--- config.mk ---
export PLATFORM = sky130hd
export DESIGN_NAME = keyed_slot_table_core_flat
export DESIGN_NICKNAME = d
export VERILOG_FILES = /design/src/kst_pkg.sv /design/src/kst_req_if.sv /design/src/kst_rsp_if.sv /design/src/kst_ram.sv /design/src/kst_ctrl.sv /design/src/kst_datapath.sv /design/src/keyed_slot_table_core.sv /design/src/flat_wrapper.sv
export SDC_FILE = /design/constraint.sdc
export NUM_CORES = 2
export LEC_CHECK = 0
export ABC_AREA = 1
export BUFFER_PORTS_ARGS = -buffer_cell sky130_fd_sc_hd__buf_2
export CAP_MARGIN = 40
export CORE_UTILIZATION = 40
export DETAILED_ROUTE_END_ITERATION = 16
export GPL_TIMING_DRIVEN = 0
export PLACE_DENSITY_LB_ADDON = 0.08
export SETUP_SLACK_MARGIN = 0.05
export SLEW_MARGIN = 20
export SYNTH_ARGS = -nofsm -noshare
export SYNTH_HDL_FRONTEND = slang
export SYNTH_SLANG_ARGS = --single-unit
--- constraint.sdc ---
create_clock -name clock -period 11.3 [get_ports clock]
set_input_delay 2.26 -clock clock [delete_from_list [all_inputs] [get_ports clock]]
set_output_delay 2.26 -clock clock [all_outputs]
set_load 0.005 [all_outputs]
--- src/kst_pkg.sv ---
// ----------------------------------------------------------------------------
// kst_pkg
// Shared types and codes for the keyed slot table: operation and status
// codes, configuration reset value, and the controller/datapath bundles.
// ----------------------------------------------------------------------------
package kst_pkg;

   localparam int MAX_SLOTS_DEFAULT = 64;

   localparam int ACTION_W    = 2;
   localparam int KEY_W       = 31;
   localparam int INDEX_W     = 6;
   localparam int STATUS_W    = 3;
   localparam int COUNT_W     = 7;

   localparam logic [COUNT_W-1:0] SLOT_COUNT_RESET = 7'd64;

   localparam logic [ACTION_W-1:0] ACT_INSERT = 2'd0;
   localparam logic [ACTION_W-1:0] ACT_REMOVE = 2'd1;
   localparam logic [ACTION_W-1:0] ACT_QUERY  = 2'd2;

   localparam logic [STATUS_W-1:0] STS_OK        = 3'd0;
   localparam logic [STATUS_W-1:0] STS_DUPLICATE = 3'd1;
   localparam logic [STATUS_W-1:0] STS_FULL      = 3'd2;
   localparam logic [STATUS_W-1:0] STS_NOT_FOUND = 3'd3;
   localparam logic [STATUS_W-1:0] STS_EMPTY     = 3'd4;
   localparam logic [STATUS_W-1:0] STS_RANGE     = 3'd5;

   typedef struct packed {
      logic capture;
      logic scan;
      logic commit;
      logic q_read;
      logic q_resolve;
      logic load_out;
   } kst_cmd_type;

   typedef struct packed {
      logic hit;
      logic exhausted;
   } kst_stat_type;

endpackage

--- src/kst_req_if.sv ---
// ----------------------------------------------------------------------------
// kst_req_if
// Request channel: one word carries an action, a key and a slot index.
// ----------------------------------------------------------------------------
interface kst_req_if
   import kst_pkg::*;
();
   logic                valid;
   logic                ready;
   logic [ACTION_W-1:0] action;
   logic [KEY_W-1:0]    key_value;
   logic [INDEX_W-1:0]  slot_index;

   modport source (output valid, action, key_value, slot_index, input ready);
   modport sink   (input valid, action, key_value, slot_index, output ready);
endinterface

--- src/kst_rsp_if.sv ---
// ----------------------------------------------------------------------------
// kst_rsp_if
// Response channel: one word carries status, slot, key and table counts.
// ----------------------------------------------------------------------------
interface kst_rsp_if
   import kst_pkg::*;
();
   logic                valid;
   logic                ready;
   logic [STATUS_W-1:0] status;
   logic [INDEX_W-1:0]  slot_result;
   logic [KEY_W-1:0]    key_result;
   logic [COUNT_W-1:0]  free_slots;
   logic [COUNT_W-1:0]  used_slots;

   modport source (output valid, status, slot_result, key_result, free_slots,
                   used_slots, input ready);
   modport sink   (input valid, status, slot_result, key_result, free_slots,
                   used_slots, output ready);
endinterface

--- src/kst_ram.sv ---
// ----------------------------------------------------------------------------
// kst_ram
// Generic simple dual-port RAM: one write port, one read port, registered
// read data.
// ----------------------------------------------------------------------------
module kst_ram #(
   parameter int WIDTH = 31,
   parameter int DEPTH = 64
) (
   input  logic                     clock,
   input  logic                     wr_en,
   input  logic [$clog2(DEPTH)-1:0] wr_addr,
   input  logic [WIDTH-1:0]         wr_data,
   input  logic [$clog2(DEPTH)-1:0] rd_addr,
   output logic [WIDTH-1:0]         rd_data
);

   logic [WIDTH-1:0] mem [DEPTH];
   logic [WIDTH-1:0] rd_data_ff;

   always_ff @(posedge clock) begin
      if (wr_en) begin
         mem[wr_addr] <= wr_data;
      end
      rd_data_ff <= mem[rd_addr];
   end

   assign rd_data = rd_data_ff;

endmodule

--- src/kst_ctrl.sv ---
// ----------------------------------------------------------------------------
// kst_ctrl
// Sequencer for the slot table: accepts a word, runs the scan or the
// query read, and hands the result to the output register.
// ----------------------------------------------------------------------------
module kst_ctrl
   import kst_pkg::*;
(
   input  logic                clock,
   input  logic                reset,
   input  logic                req_valid,
   input  logic [ACTION_W-1:0] req_action,
   output logic                req_ready,
   output logic                rsp_valid,
   input  logic                rsp_ready,
   input  kst_stat_type        stat,
   output kst_cmd_type         cmd
);

   localparam logic [2:0] ST_IDLE  = 3'd0;
   localparam logic [2:0] ST_SCAN  = 3'd1;
   localparam logic [2:0] ST_QREAD = 3'd2;
   localparam logic [2:0] ST_QRES  = 3'd3;
   localparam logic [2:0] ST_DONE  = 3'd4;

   logic [2:0] state_ff, state_in;
   logic       rsp_valid_ff, rsp_valid_in;

   always_comb begin
      state_in  = state_ff;
      cmd       = '0;
      req_ready = 1'b0;
      case (state_ff)
         ST_IDLE: begin
            req_ready = 1'b1;
            if (req_valid) begin
               cmd.capture = 1'b1;
               if (req_action inside {ACT_INSERT, ACT_REMOVE}) begin
                  state_in = ST_SCAN;
               end else if (req_action == ACT_QUERY) begin
                  state_in = ST_QREAD;
               end else begin
                  state_in = ST_DONE;
               end
            end
         end
         ST_SCAN: begin
            cmd.scan = 1'b1;
            if (stat.hit || stat.exhausted) begin
               cmd.commit = 1'b1;
               state_in   = ST_DONE;
            end
         end
         ST_QREAD: begin
            cmd.q_read = 1'b1;
            state_in   = ST_QRES;
         end
         ST_QRES: begin
            cmd.q_resolve = 1'b1;
            state_in      = ST_DONE;
         end
         ST_DONE: begin
            if (!rsp_valid_ff || rsp_ready) begin
               cmd.load_out = 1'b1;
               state_in     = ST_IDLE;
            end
         end
         default: begin
            state_in = ST_IDLE;
         end
      endcase
   end

   always_comb begin
      rsp_valid_in = rsp_valid_ff;
      if (cmd.load_out) begin
         rsp_valid_in = 1'b1;
      end else if (rsp_ready) begin
         rsp_valid_in = 1'b0;
      end
   end

   always_ff @(posedge clock) begin
      if (reset) begin
         state_ff     <= ST_IDLE;
         rsp_valid_ff <= 1'b0;
      end else begin
         state_ff     <= state_in;
         rsp_valid_ff <= rsp_valid_in;
      end
   end

   assign rsp_valid = rsp_valid_ff;

endmodule

--- src/kst_datapath.sv ---
// ----------------------------------------------------------------------------
// kst_datapath
// Slot table storage and scan pipeline: key RAM, occupancy bits, count,
// scan counter with one compare stage, result and output registers.
// ----------------------------------------------------------------------------
module kst_datapath
   import kst_pkg::*;
#(
   parameter int MAX_SLOTS = MAX_SLOTS_DEFAULT
) (
   input  logic                clock,
   input  logic                reset,
   input  logic                csr_write_enable,
   input  logic [COUNT_W-1:0]  csr_write_data,
   input  logic [ACTION_W-1:0] req_action,
   input  logic [KEY_W-1:0]    req_key_value,
   input  logic [INDEX_W-1:0]  req_slot_index,
   input  kst_cmd_type         cmd,
   output kst_stat_type        stat,
   output logic [STATUS_W-1:0] rsp_status,
   output logic [INDEX_W-1:0]  rsp_slot_result,
   output logic [KEY_W-1:0]    rsp_key_result,
   output logic [COUNT_W-1:0]  rsp_free_slots,
   output logic [COUNT_W-1:0]  rsp_used_slots
);

   localparam int COUNT_MAX   = (1 << COUNT_W) - 1;
   localparam int TABLE_DEPTH = (MAX_SLOTS < COUNT_MAX) ? MAX_SLOTS : COUNT_MAX;
   localparam int TW          = $clog2(TABLE_DEPTH);
   localparam int CW          = $clog2(TABLE_DEPTH + 1);

   logic [COUNT_W-1:0]     slot_count_ff, slot_count_in;
   logic [TABLE_DEPTH-1:0] full_ff, full_in;
   logic [COUNT_W-1:0]     occ_ff, occ_in;
   logic [ACTION_W-1:0]    op_ff;
   logic [KEY_W-1:0]       key_ff;
   logic [INDEX_W-1:0]     qidx_ff;
   logic [CW-1:0]          scan_ff, scan_in;
   logic                   pipe_v_ff, pipe_v_in;
   logic [TW-1:0]          cmp_idx_ff;
   logic                   cmp_full_ff;
   logic [STATUS_W-1:0]    res_status_ff, res_status_in;
   logic [INDEX_W-1:0]     res_slot_ff, res_slot_in;
   logic [KEY_W-1:0]       res_key_ff, res_key_in;
   logic [STATUS_W-1:0]    out_status_ff;
   logic [INDEX_W-1:0]     out_slot_ff;
   logic [KEY_W-1:0]       out_key_ff;
   logic [COUNT_W-1:0]     out_free_ff, out_used_ff;

   logic [COUNT_W-1:0]     live_n;
   logic                   issue;
   logic                   key_eq;
   logic                   ram_we;
   logic [TW-1:0]          ram_rd_addr;
   logic [KEY_W-1:0]       ram_rd_data;
   logic                   q_in_range;
   logic                   q_full;

   assign live_n = (32'(slot_count_ff) > TABLE_DEPTH) ? COUNT_W'(TABLE_DEPTH)
                                                      : slot_count_ff;
   assign issue  = (COUNT_W'(scan_ff) < live_n);
   assign key_eq = (ram_rd_data == key_ff);

   always_comb begin
      stat.hit = 1'b0;
      if (pipe_v_ff) begin
         if (op_ff == ACT_INSERT) begin
            stat.hit = !cmp_full_ff || key_eq;
         end else begin
            stat.hit = cmp_full_ff && key_eq;
         end
      end
      stat.exhausted = !issue && (!pipe_v_ff || !stat.hit);
   end

   assign ram_rd_addr = cmd.q_read ? TW'(qidx_ff) : scan_ff[TW-1:0];
   assign ram_we      = cmd.commit && stat.hit && (op_ff == ACT_INSERT) && !cmp_full_ff;

   kst_ram #(
      .WIDTH (KEY_W),
      .DEPTH (TABLE_DEPTH)
   ) u_key_ram (
      .clock   (clock),
      .wr_en   (ram_we),
      .wr_addr (cmp_idx_ff),
      .wr_data (key_ff),
      .rd_addr (ram_rd_addr),
      .rd_data (ram_rd_data)
   );

   assign q_in_range = ({1'b0, qidx_ff} < live_n);
   assign q_full     = q_in_range && full_ff[TW'(qidx_ff)];

   always_comb begin
      slot_count_in = slot_count_ff;
      full_in       = full_ff;
      occ_in        = occ_ff;
      scan_in       = scan_ff;
      pipe_v_in     = 1'b0;
      res_status_in = res_status_ff;
      res_slot_in   = res_slot_ff;
      res_key_in    = res_key_ff;

      if (cmd.capture) begin
         scan_in       = '0;
         res_status_in = STS_RANGE;
         res_slot_in   = '0;
         res_key_in    = '0;
      end

      if (cmd.scan && issue) begin
         scan_in   = scan_ff + CW'(1);
         pipe_v_in = 1'b1;
      end

      if (cmd.commit) begin
         if (stat.hit) begin
            res_slot_in = INDEX_W'(cmp_idx_ff);
            if (op_ff == ACT_INSERT) begin
               if (cmp_full_ff) begin
                  res_status_in = STS_DUPLICATE;
               end else begin
                  res_status_in       = STS_OK;
                  full_in[cmp_idx_ff] = 1'b1;
                  occ_in              = occ_ff + COUNT_W'(1);
               end
            end else begin
               res_status_in       = STS_OK;
               full_in[cmp_idx_ff] = 1'b0;
               if (occ_ff != '0) begin
                  occ_in = occ_ff - COUNT_W'(1);
               end
            end
         end else begin
            res_slot_in   = '0;
            res_status_in = (op_ff == ACT_INSERT) ? STS_FULL : STS_NOT_FOUND;
         end
      end

      if (cmd.q_resolve) begin
         res_slot_in = qidx_ff;
         if (!q_in_range) begin
            res_status_in = STS_RANGE;
         end else if (!q_full) begin
            res_status_in = STS_EMPTY;
         end else begin
            res_status_in = STS_OK;
            res_key_in    = ram_rd_data;
         end
      end

      if (csr_write_enable) begin
         slot_count_in = csr_write_data;
         full_in       = '0;
         occ_in        = '0;
      end
   end

   always_ff @(posedge clock) begin
      if (reset) begin
         slot_count_ff <= SLOT_COUNT_RESET;
         full_ff       <= '0;
         occ_ff        <= '0;
         pipe_v_ff     <= 1'b0;
      end else begin
         slot_count_ff <= slot_count_in;
         full_ff       <= full_in;
         occ_ff        <= occ_in;
         pipe_v_ff     <= pipe_v_in;
      end
   end

   always_ff @(posedge clock) begin
      scan_ff       <= scan_in;
      res_status_ff <= res_status_in;
      res_slot_ff   <= res_slot_in;
      res_key_ff    <= res_key_in;
      if (cmd.capture) begin
         op_ff   <= req_action;
         key_ff  <= req_key_value;
         qidx_ff <= req_slot_index;
      end
      if (cmd.scan && issue) begin
         cmp_idx_ff  <= scan_ff[TW-1:0];
         cmp_full_ff <= full_ff[scan_ff[TW-1:0]];
      end
      if (cmd.load_out) begin
         out_status_ff <= res_status_ff;
         out_slot_ff   <= res_slot_ff;
         out_key_ff    <= res_key_ff;
         out_free_ff   <= live_n - occ_ff;
         out_used_ff   <= occ_ff;
      end
   end

   assign rsp_status      = out_status_ff;
   assign rsp_slot_result = out_slot_ff;
   assign rsp_key_result  = out_key_ff;
   assign rsp_free_slots  = out_free_ff;
   assign rsp_used_slots  = out_used_ff;

   a_occ_matches_bits: assert property (@(posedge clock) disable iff (reset)
      32'($countones(full_ff)) == 32'(occ_ff))
      else $error("occupied count differs from occupancy bits");

   a_occ_within_live: assert property (@(posedge clock) disable iff (reset)
      occ_ff <= live_n)
      else $error("occupied count exceeds live slot count");

   a_insert_counts: assert property (@(posedge clock) disable iff (reset)
      (ram_we && !csr_write_enable) |=> (occ_ff == $past(occ_ff) + COUNT_W'(1)))
      else $error("insert into empty slot did not advance count");

endmodule

--- src/keyed_slot_table_core.sv ---
// ----------------------------------------------------------------------------
// keyed_slot_table_core
// First-fit slot table with insert, remove and query of 31-bit keys.
// ----------------------------------------------------------------------------
// One word is in work at a time. Insert and remove scan the live slots
// from slot 0 through the key RAM read port, one slot per cycle, and stop
// at the first hit or when the scan is exhausted. A query reads the key
// RAM once and then resolves the read; an unknown action goes straight
// to the output stage. The output register holds a finished word while the
// next request is taken. Writing slot_count empties the table: the
// occupancy bits and count clear in the cycle after the write.
module keyed_slot_table_core
   import kst_pkg::*;
#(
   parameter int MAX_SLOTS = MAX_SLOTS_DEFAULT
) (
   input  logic               clock,
   input  logic               reset,
   input  logic               csr_write_enable,
   input  logic [COUNT_W-1:0] csr_write_data,
   kst_req_if.sink            req_chan,
   kst_rsp_if.source          rsp_chan
);

   kst_cmd_type  cmd;
   kst_stat_type stat;

   kst_ctrl u_ctrl (
      .clock      (clock),
      .reset      (reset),
      .req_valid  (req_chan.valid),
      .req_action (req_chan.action),
      .req_ready  (req_chan.ready),
      .rsp_valid  (rsp_chan.valid),
      .rsp_ready  (rsp_chan.ready),
      .stat       (stat),
      .cmd        (cmd)
   );

   kst_datapath #(
      .MAX_SLOTS (MAX_SLOTS)
   ) u_datapath (
      .clock            (clock),
      .reset            (reset),
      .csr_write_enable (csr_write_enable),
      .csr_write_data   (csr_write_data),
      .req_action       (req_chan.action),
      .req_key_value    (req_chan.key_value),
      .req_slot_index   (req_chan.slot_index),
      .cmd              (cmd),
      .stat             (stat),
      .rsp_status       (rsp_chan.status),
      .rsp_slot_result  (rsp_chan.slot_result),
      .rsp_key_result   (rsp_chan.key_result),
      .rsp_free_slots   (rsp_chan.free_slots),
      .rsp_used_slots   (rsp_chan.used_slots)
   );

endmodule

--- src/flat_wrapper.sv ---
// flat-port wrapper written by rule: the top's interface ports become plain ports
module keyed_slot_table_core_flat import kst_pkg::*;
#(
   parameter int MAX_SLOTS = MAX_SLOTS_DEFAULT
)
  (clock, reset, csr_write_enable, csr_write_data, req_chan_valid, req_chan_action, req_chan_key_value, req_chan_slot_index, req_chan_ready, rsp_chan_valid, rsp_chan_status, rsp_chan_slot_result, rsp_chan_key_result, rsp_chan_free_slots, rsp_chan_used_slots, rsp_chan_ready);
  kst_req_if req_chan_i ();
  kst_rsp_if rsp_chan_i ();
  input  logic clock;
  input  logic reset;
  input  logic csr_write_enable;
  input  logic [COUNT_W-1:0] csr_write_data;
  input wire logic [$bits(req_chan_i.valid)-1:0] req_chan_valid;
  input wire logic [$bits(req_chan_i.action)-1:0] req_chan_action;
  input wire logic [$bits(req_chan_i.key_value)-1:0] req_chan_key_value;
  input wire logic [$bits(req_chan_i.slot_index)-1:0] req_chan_slot_index;
  output wire logic [$bits(req_chan_i.ready)-1:0] req_chan_ready;
  output wire logic [$bits(rsp_chan_i.valid)-1:0] rsp_chan_valid;
  output wire logic [$bits(rsp_chan_i.status)-1:0] rsp_chan_status;
  output wire logic [$bits(rsp_chan_i.slot_result)-1:0] rsp_chan_slot_result;
  output wire logic [$bits(rsp_chan_i.key_result)-1:0] rsp_chan_key_result;
  output wire logic [$bits(rsp_chan_i.free_slots)-1:0] rsp_chan_free_slots;
  output wire logic [$bits(rsp_chan_i.used_slots)-1:0] rsp_chan_used_slots;
  input wire logic [$bits(rsp_chan_i.ready)-1:0] rsp_chan_ready;
  assign req_chan_i.valid = req_chan_valid;
  assign req_chan_i.action = req_chan_action;
  assign req_chan_i.key_value = req_chan_key_value;
  assign req_chan_i.slot_index = req_chan_slot_index;
  assign req_chan_ready = req_chan_i.ready;
  assign rsp_chan_valid = rsp_chan_i.valid;
  assign rsp_chan_status = rsp_chan_i.status;
  assign rsp_chan_slot_result = rsp_chan_i.slot_result;
  assign rsp_chan_key_result = rsp_chan_i.key_result;
  assign rsp_chan_free_slots = rsp_chan_i.free_slots;
  assign rsp_chan_used_slots = rsp_chan_i.used_slots;
  assign rsp_chan_i.ready = rsp_chan_ready;
  keyed_slot_table_core #(.MAX_SLOTS(MAX_SLOTS)) u_core (.clock(clock), .reset(reset), .csr_write_enable(csr_write_enable), .csr_write_data(csr_write_data), .req_chan(req_chan_i), .rsp_chan(rsp_chan_i));
endmodule
# After elaboration in Yosys (flattened, before gate mapping)
# Memories as Yosys holds them, arrays and structs flattened. A register that Yosys moved wholly into a read port is not among the register bits.
# Index checks and enable logic that the tools add are counted.
# totals
reg_bits,230
memories,1
rom_bits,0
out_inout_bits,56
wordCells,130
ramBits,1984
latch_bits,0
input_bits,51
# classes
n_shift,0
n_mux,54
addsub,4
div_mod_pow,0
reduce_logical,30
n_lt_le_gt_ge,7
multipliers,0
eq_ne,11
bitwise,3
# memory_table
memory,words,width,rd,rd_ports_with_merged_regs,write_ports,line_no,source
u_core.u_datapath.u_key_ram.mem,64,31,1,1,1,kst_ram.sv:18,logic [WIDTH-1:0] mem [DEPTH];
# op_table
op,n
64-bit two-way mux,2
31-bit two-way mux,4
64-bit AND,1
64-bit inverter,1
64-bit OR,1
7-bit two-way mux,6
3-bit two-way mux,12
31-bit equality test,1
6-bit two-way mux,5
"6-bit by 7-bit less-than comparator with 1-bit output, second input constant",3
1-bit two-way mux,20
3-bit case mux with 5 select lines,1
"7-bit by 1-bit adder with 7-bit output, second input constant",2
1-bit binary-select mux with 6-bit select,2
1-bit logical AND,8
"2-bit != test, second input constant",4
2-bit nonzero test,4
"7-bit > comparator, second input constant",1
6-bit by 7-bit less-than comparator with 1-bit output,1
7-bit less-than comparator,1
7-bit nonzero test,1
"7-bit by 1-bit subtractor with 7-bit output, second input constant",1
7-bit subtractor,1
1-bit demux with 6-bit select,1
other kinds (15),25

# Logic depth before layout (Yosys ltp)
# depth
depth_word,15
mapped_depth,16
ltp_nobuf,16

# Modules after synthesis
# From an unflattened synthesis, not the netlist that was laid out.
# hier_totals
hier_cells,8092
hier_area_um2,91930.7
# by_module_without_submodules
module,instances,area_each_um2,cells_each,seq_area_each_um2
kst_ram,1,80462.2,6726,60197.7
kst_datapath,1,11197.0,1322,5685.5
kst_ctrl,1,271.5,44,80.1

# Least setup slack after synthesis
# Ideal clock, no wire load.
# synth_path
path_kind,input to register
from,input port rsp_chan_ready
to,register u_core.u_datapath.out_free_ff[0] (netlist: u_core.u_datapath.rsp_free_slots[0]) (enable)
arrival_ns,7.429
required_time_ns,10.701
n_path_buf,0
stages,2
setup_ns,0.599
path_slack_ns,3.272
cell_sequence,nor2_1 -> nor4_1
# synth_rtl
element,line_no,source
start: declaration,flat_wrapper.sv:24,input wire logic [$bits(rsp_chan_i.ready)-1:0] rsp_chan_ready;
end signal: assignment,kst_datapath.sv:191,out_free_ff <= live_n - occ_ff;
end: declaration,kst_datapath.sv:48,"logic [COUNT_W-1:0] out_free_ff, out_used_ff;"

# Worst setup path in the final report
# layout_path
from,register u_core.u_datapath.qidx_ff[2]
to,register u_core.u_datapath.u_key_ram.rd_data_ff[14] (netlist: u_core.u_datapath.u_key_ram.rd_data[14]) (read register of u_core.u_datapath.u_key_ram.mem)
# layout_via
elab_chain_cells,1
# layout_rtl
element,line_no,source
start: declaration,kst_datapath.sv:37,logic [INDEX_W-1:0] qidx_ff;
start signal: assignment,kst_datapath.sv:181,qidx_ff <= req_slot_index;
6-bit two-way mux,kst_datapath.sv:76,assign ram_rd_addr = cmd.q_read ? TW'(qidx_ff) : scan_ff[TW-1:0];
end: declaration,kst_ram.sv:19,logic [WIDTH-1:0] rd_data_ff;
# Every way passes these cells.
# A chain may end at the register's enable or synchronous reset.

==> impl_metrics.env <==
export IMPL_post_cts_buffers=0
export IMPL_synth_largest_area_cell="edfxtp_1"
export IMPL_grt_max_degree=32
export IMPL_vias=67400
export IMPL_postLayoutCellArea_um2=110000
export IMPL_p_int_mw=15.5
export IMPL_cp_depth=10
export IMPL_wirelength_mm=388
export IMPL_hold_path_class="reg -> reg"
export IMPL_clock_latency_ns=0.89
export IMPL_power_density_nw_per_um2=220
export IMPL_antenna_found_initial=24
export IMPL_status="finished clean"
export IMPL_wire_per_inst_um=32.2
export IMPL_grtUsageTotal=0.326
export IMPL_dieArea_um2=236000
export IMPL_min_period_over_period=0.420
export IMPL_syn_nets=8274
export IMPL_rsz0062_at_grt="false"
export IMPL_seqPwrFrac=0.394
export IMPL_drc=0
export IMPL_layout_area_overhead_vs_synth_pct=17.7
export IMPL_final_common_cell="edfxtp_1"
export IMPL_synth_avg_cell_area_um2=11.4
export IMPL_netlist_area_leader_share=0.674
export IMPL_comb_power_share=0.285
export IMPL_synthCells=8198
export IMPL_tightest_slew_ns=0.904
export IMPL_dpl_cell_area_um2=102000
export IMPL_worstPathMaxFanout=10
export IMPL_cp_end_kind="flip-flop"
export IMPL_final_nets=8861
export IMPL_drive_above_1_share=0.123
export IMPL_seq_area_frac_synth=0.705
export IMPL_start_util=0.402
export IMPL_h_tree_depth=4
export IMPL_startpoint_type="flip-flop"
export IMPL_first_pass_iters=8
export IMPL_setup_viol=0
export IMPL_clkSinkCount=2245
export IMPL_ir_worst_vdd_v=0.000154
export IMPL_switching_power_mw=8.75
export IMPL_hpwl_mm=279
export IMPL_synthTopCellsByArea="edfxtp_1 (67%), nand2_1 (8.4%), nand3_1 (5.3%)"
export IMPL_cts_tree="yes"
export IMPL_synthArstFlopShare=0
export IMPL_fin_ws_ns=6.56
export IMPL_die_h_um=486
export IMPL_rr_worst_depth=10
export IMPL_cts_resized=0
export IMPL_portBuffers=106
export IMPL_hold_buffers=0
export IMPL_slowest_delay_ns=0.73
export IMPL_clkTransAtPathRegs_ns=0.06
export IMPL_ys_seq_elements=2245
export IMPL_period_minus_slack_ns=4.74
export IMPL_drtIter0Drc=8257
export IMPL_netSwitchingFraction=0.361
export IMPL_syn_area_um2=93500
export IMPL_yosysUniqueCellTypes=37
export IMPL_cts_root_buf="clkbuf_16"
export IMPL_worstPathArrival_ns=5.51
export IMPL_ant_nets=0
export IMPL_max_clock_path_buffers=3
export IMPL_core_area_um2=233000
export IMPL_dp_cells=11600
export IMPL_slew_headroom=0.398
export IMPL_vias_per_cell=5.60
export IMPL_io_pins=107
export IMPL_grt_pass1_wl_mm=526
export IMPL_grt_overflow_total=0
export IMPL_drv_slew=0
export IMPL_grt_pass1_vias=64200
export IMPL_maxCapViolCount=0
export IMPL_cp_top_family="buffers and inverters"
export IMPL_worstPathRequired_ns=12.06
export IMPL_synth_ff_type="edfxtp_1"
export IMPL_cpMostUsedCell="nand3_1"
export IMPL_fmaxAchievable_ghz=0.211
export IMPL_finalClockSkew_ns=0.0348
export IMPL_yosys_warnings=0
export IMPL_critPathKind="reg -> reg"
export IMPL_final_instance_count_excl_fill=12000
export IMPL_worstHoldPathCells=0
export IMPL_post_place_ws_ns=6.73
export IMPL_cts_made_buffers=240
export IMPL_rows=177
export IMPL_hold_viol=0
export IMPL_die_x_um=486
export IMPL_clkPwrFrac=0.322
export IMPL_synth_edf_count=2100
export IMPL_crit_buf_inv=4
export IMPL_p_leak_nw=41.6
export IMPL_gp_congestion=0.970
export IMPL_cp_slowest_cell="buf_1"
export IMPL_final_cell_mix="edfxtp_1 (2100), nand2_1 (2087), nand3_1 (986), inv_1 (857), o211ai_1 (466)"
export IMPL_path_cells="clkbuf_1 > inv_2 > o21ai_2 > buf_2 > buf_1 > nand3_1 > nand3_1 > nand3_1 > nand3_1 > nand2_1"
power groups by stage:
stage               clock network, mW  logic [mW]  registers, mW
finish                           7.78        6.90           9.52
detailed placement                  0        6.74           9.70
global placement                    0        6.00           10.1
global route                     8.14        7.19           9.53
floorplan                           0        3.14           9.76
CTS                              7.83        6.75           9.52
metrics by stage:
stage	power, mW	utilization	hold WS, ns	TNS, ns
floorplan	12.9	-	0.400	0
global placement	16.1	0.421	0.412	-59.00
detailed placement	16.4	0.441	0.410	0
CTS	24.1	0.473	0.422	0
global route	24.9	0.473	0.435	0
finish	24.2	0.473	0.418	0
metal layers:
metal	part of all wire	up-vias	track usage	wire (µm)
li1	-	29700	-	-
met1	0.41	33900	0.437	160000
met2	0.46	3107	0.519	179000
met3	0.077	658	0.0539	29800
met4	0.049	8	0.144	18900
met5	0.00013	-	0	49
cells in the mapped netlist (27+ instances only):
cell type and count:
nor2_1 148, nand3_1 986, nand2_1 2087, a21oi_1 151, o21ai_1 185, clkbuf_1 126
nand4_1 71, edfxtp_1 2100, o21bai_1 64, dfxtp_1 145, buf_4 27, o211ai_1 466
buf_2 306, o21ai_0 277, inv_1 922
registers in the layout (all words and copies together) (netlist names), 7 cells and up, named ones only:
signal / flops
u_core.u_datapath.rsp_key_result: 31
u_core.u_datapath.rsp_free_slots: 7
u_core.u_datapath.slot_count_ff: 7
u_core.u_datapath.occ_ff: 7
u_core.u_datapath.u_key_ram.rd_data: 31
u_core.u_datapath.scan_ff: 7
u_core.u_datapath.key_ff: 31
u_core.u_datapath.u_key_ram.mem: 1984
u_core.u_datapath.res_key_ff: 31
u_core.u_datapath.rsp_used_slots: 7
cell type report:
type,count,area [µm²]
Fill cell,21200,122000
Timing Repair Buffer,345,5040
Clock buffer,309,6390
Clock inverter,136,1180
Buffer,495,2440
Multi-Input combinational cell,4528,21700
Tap cell,3043,3810
Antenna cell,11,27.5
Sequential cell,2245,66000
Inverter,930,3580
cell families after synthesis:
logic type / after synthesis / share of synthesized area
AOI/OAI and AO/OA: 1159 / 0.0766
xor gates and xnor gates: 23 / 0.00215
adders and majority gates: 25 / 0.00350
buffers and inverters: 1425 / 0.0633
DFF: 2245 / 0.705
and+or+nand+nor: 3321 / 0.149
final timing paths:
| path | to | slack, ns | startpoint |
|---|---|---|---|
| worst max-delay path | u_core.u_datapath.u_key_ram.rd_data[14]$_DFF_P_ | 6.56 | u_core.u_datapath.qidx_ff[2]$_DFFE_PP_ |
| worst min-delay path | u_core.u_datapath.rsp_status[0]$_DFFE_PP_ | 0.42 | u_core.u_datapath.res_status_ff[0]$_DFFE_PP_ |
| worst max register to register | u_core.u_datapath.u_key_ram.rd_data[14]$_DFF_P_ | 6.56 | u_core.u_datapath.qidx_ff[2]$_DFFE_PP_ |
| worst min register to register | u_core.u_datapath.rsp_status[0]$_DFFE_PP_ | 0.42 | u_core.u_datapath.res_status_ff[0]$_DFFE_PP_ |
Note: power is estimated with default switching activity, not from simulation.
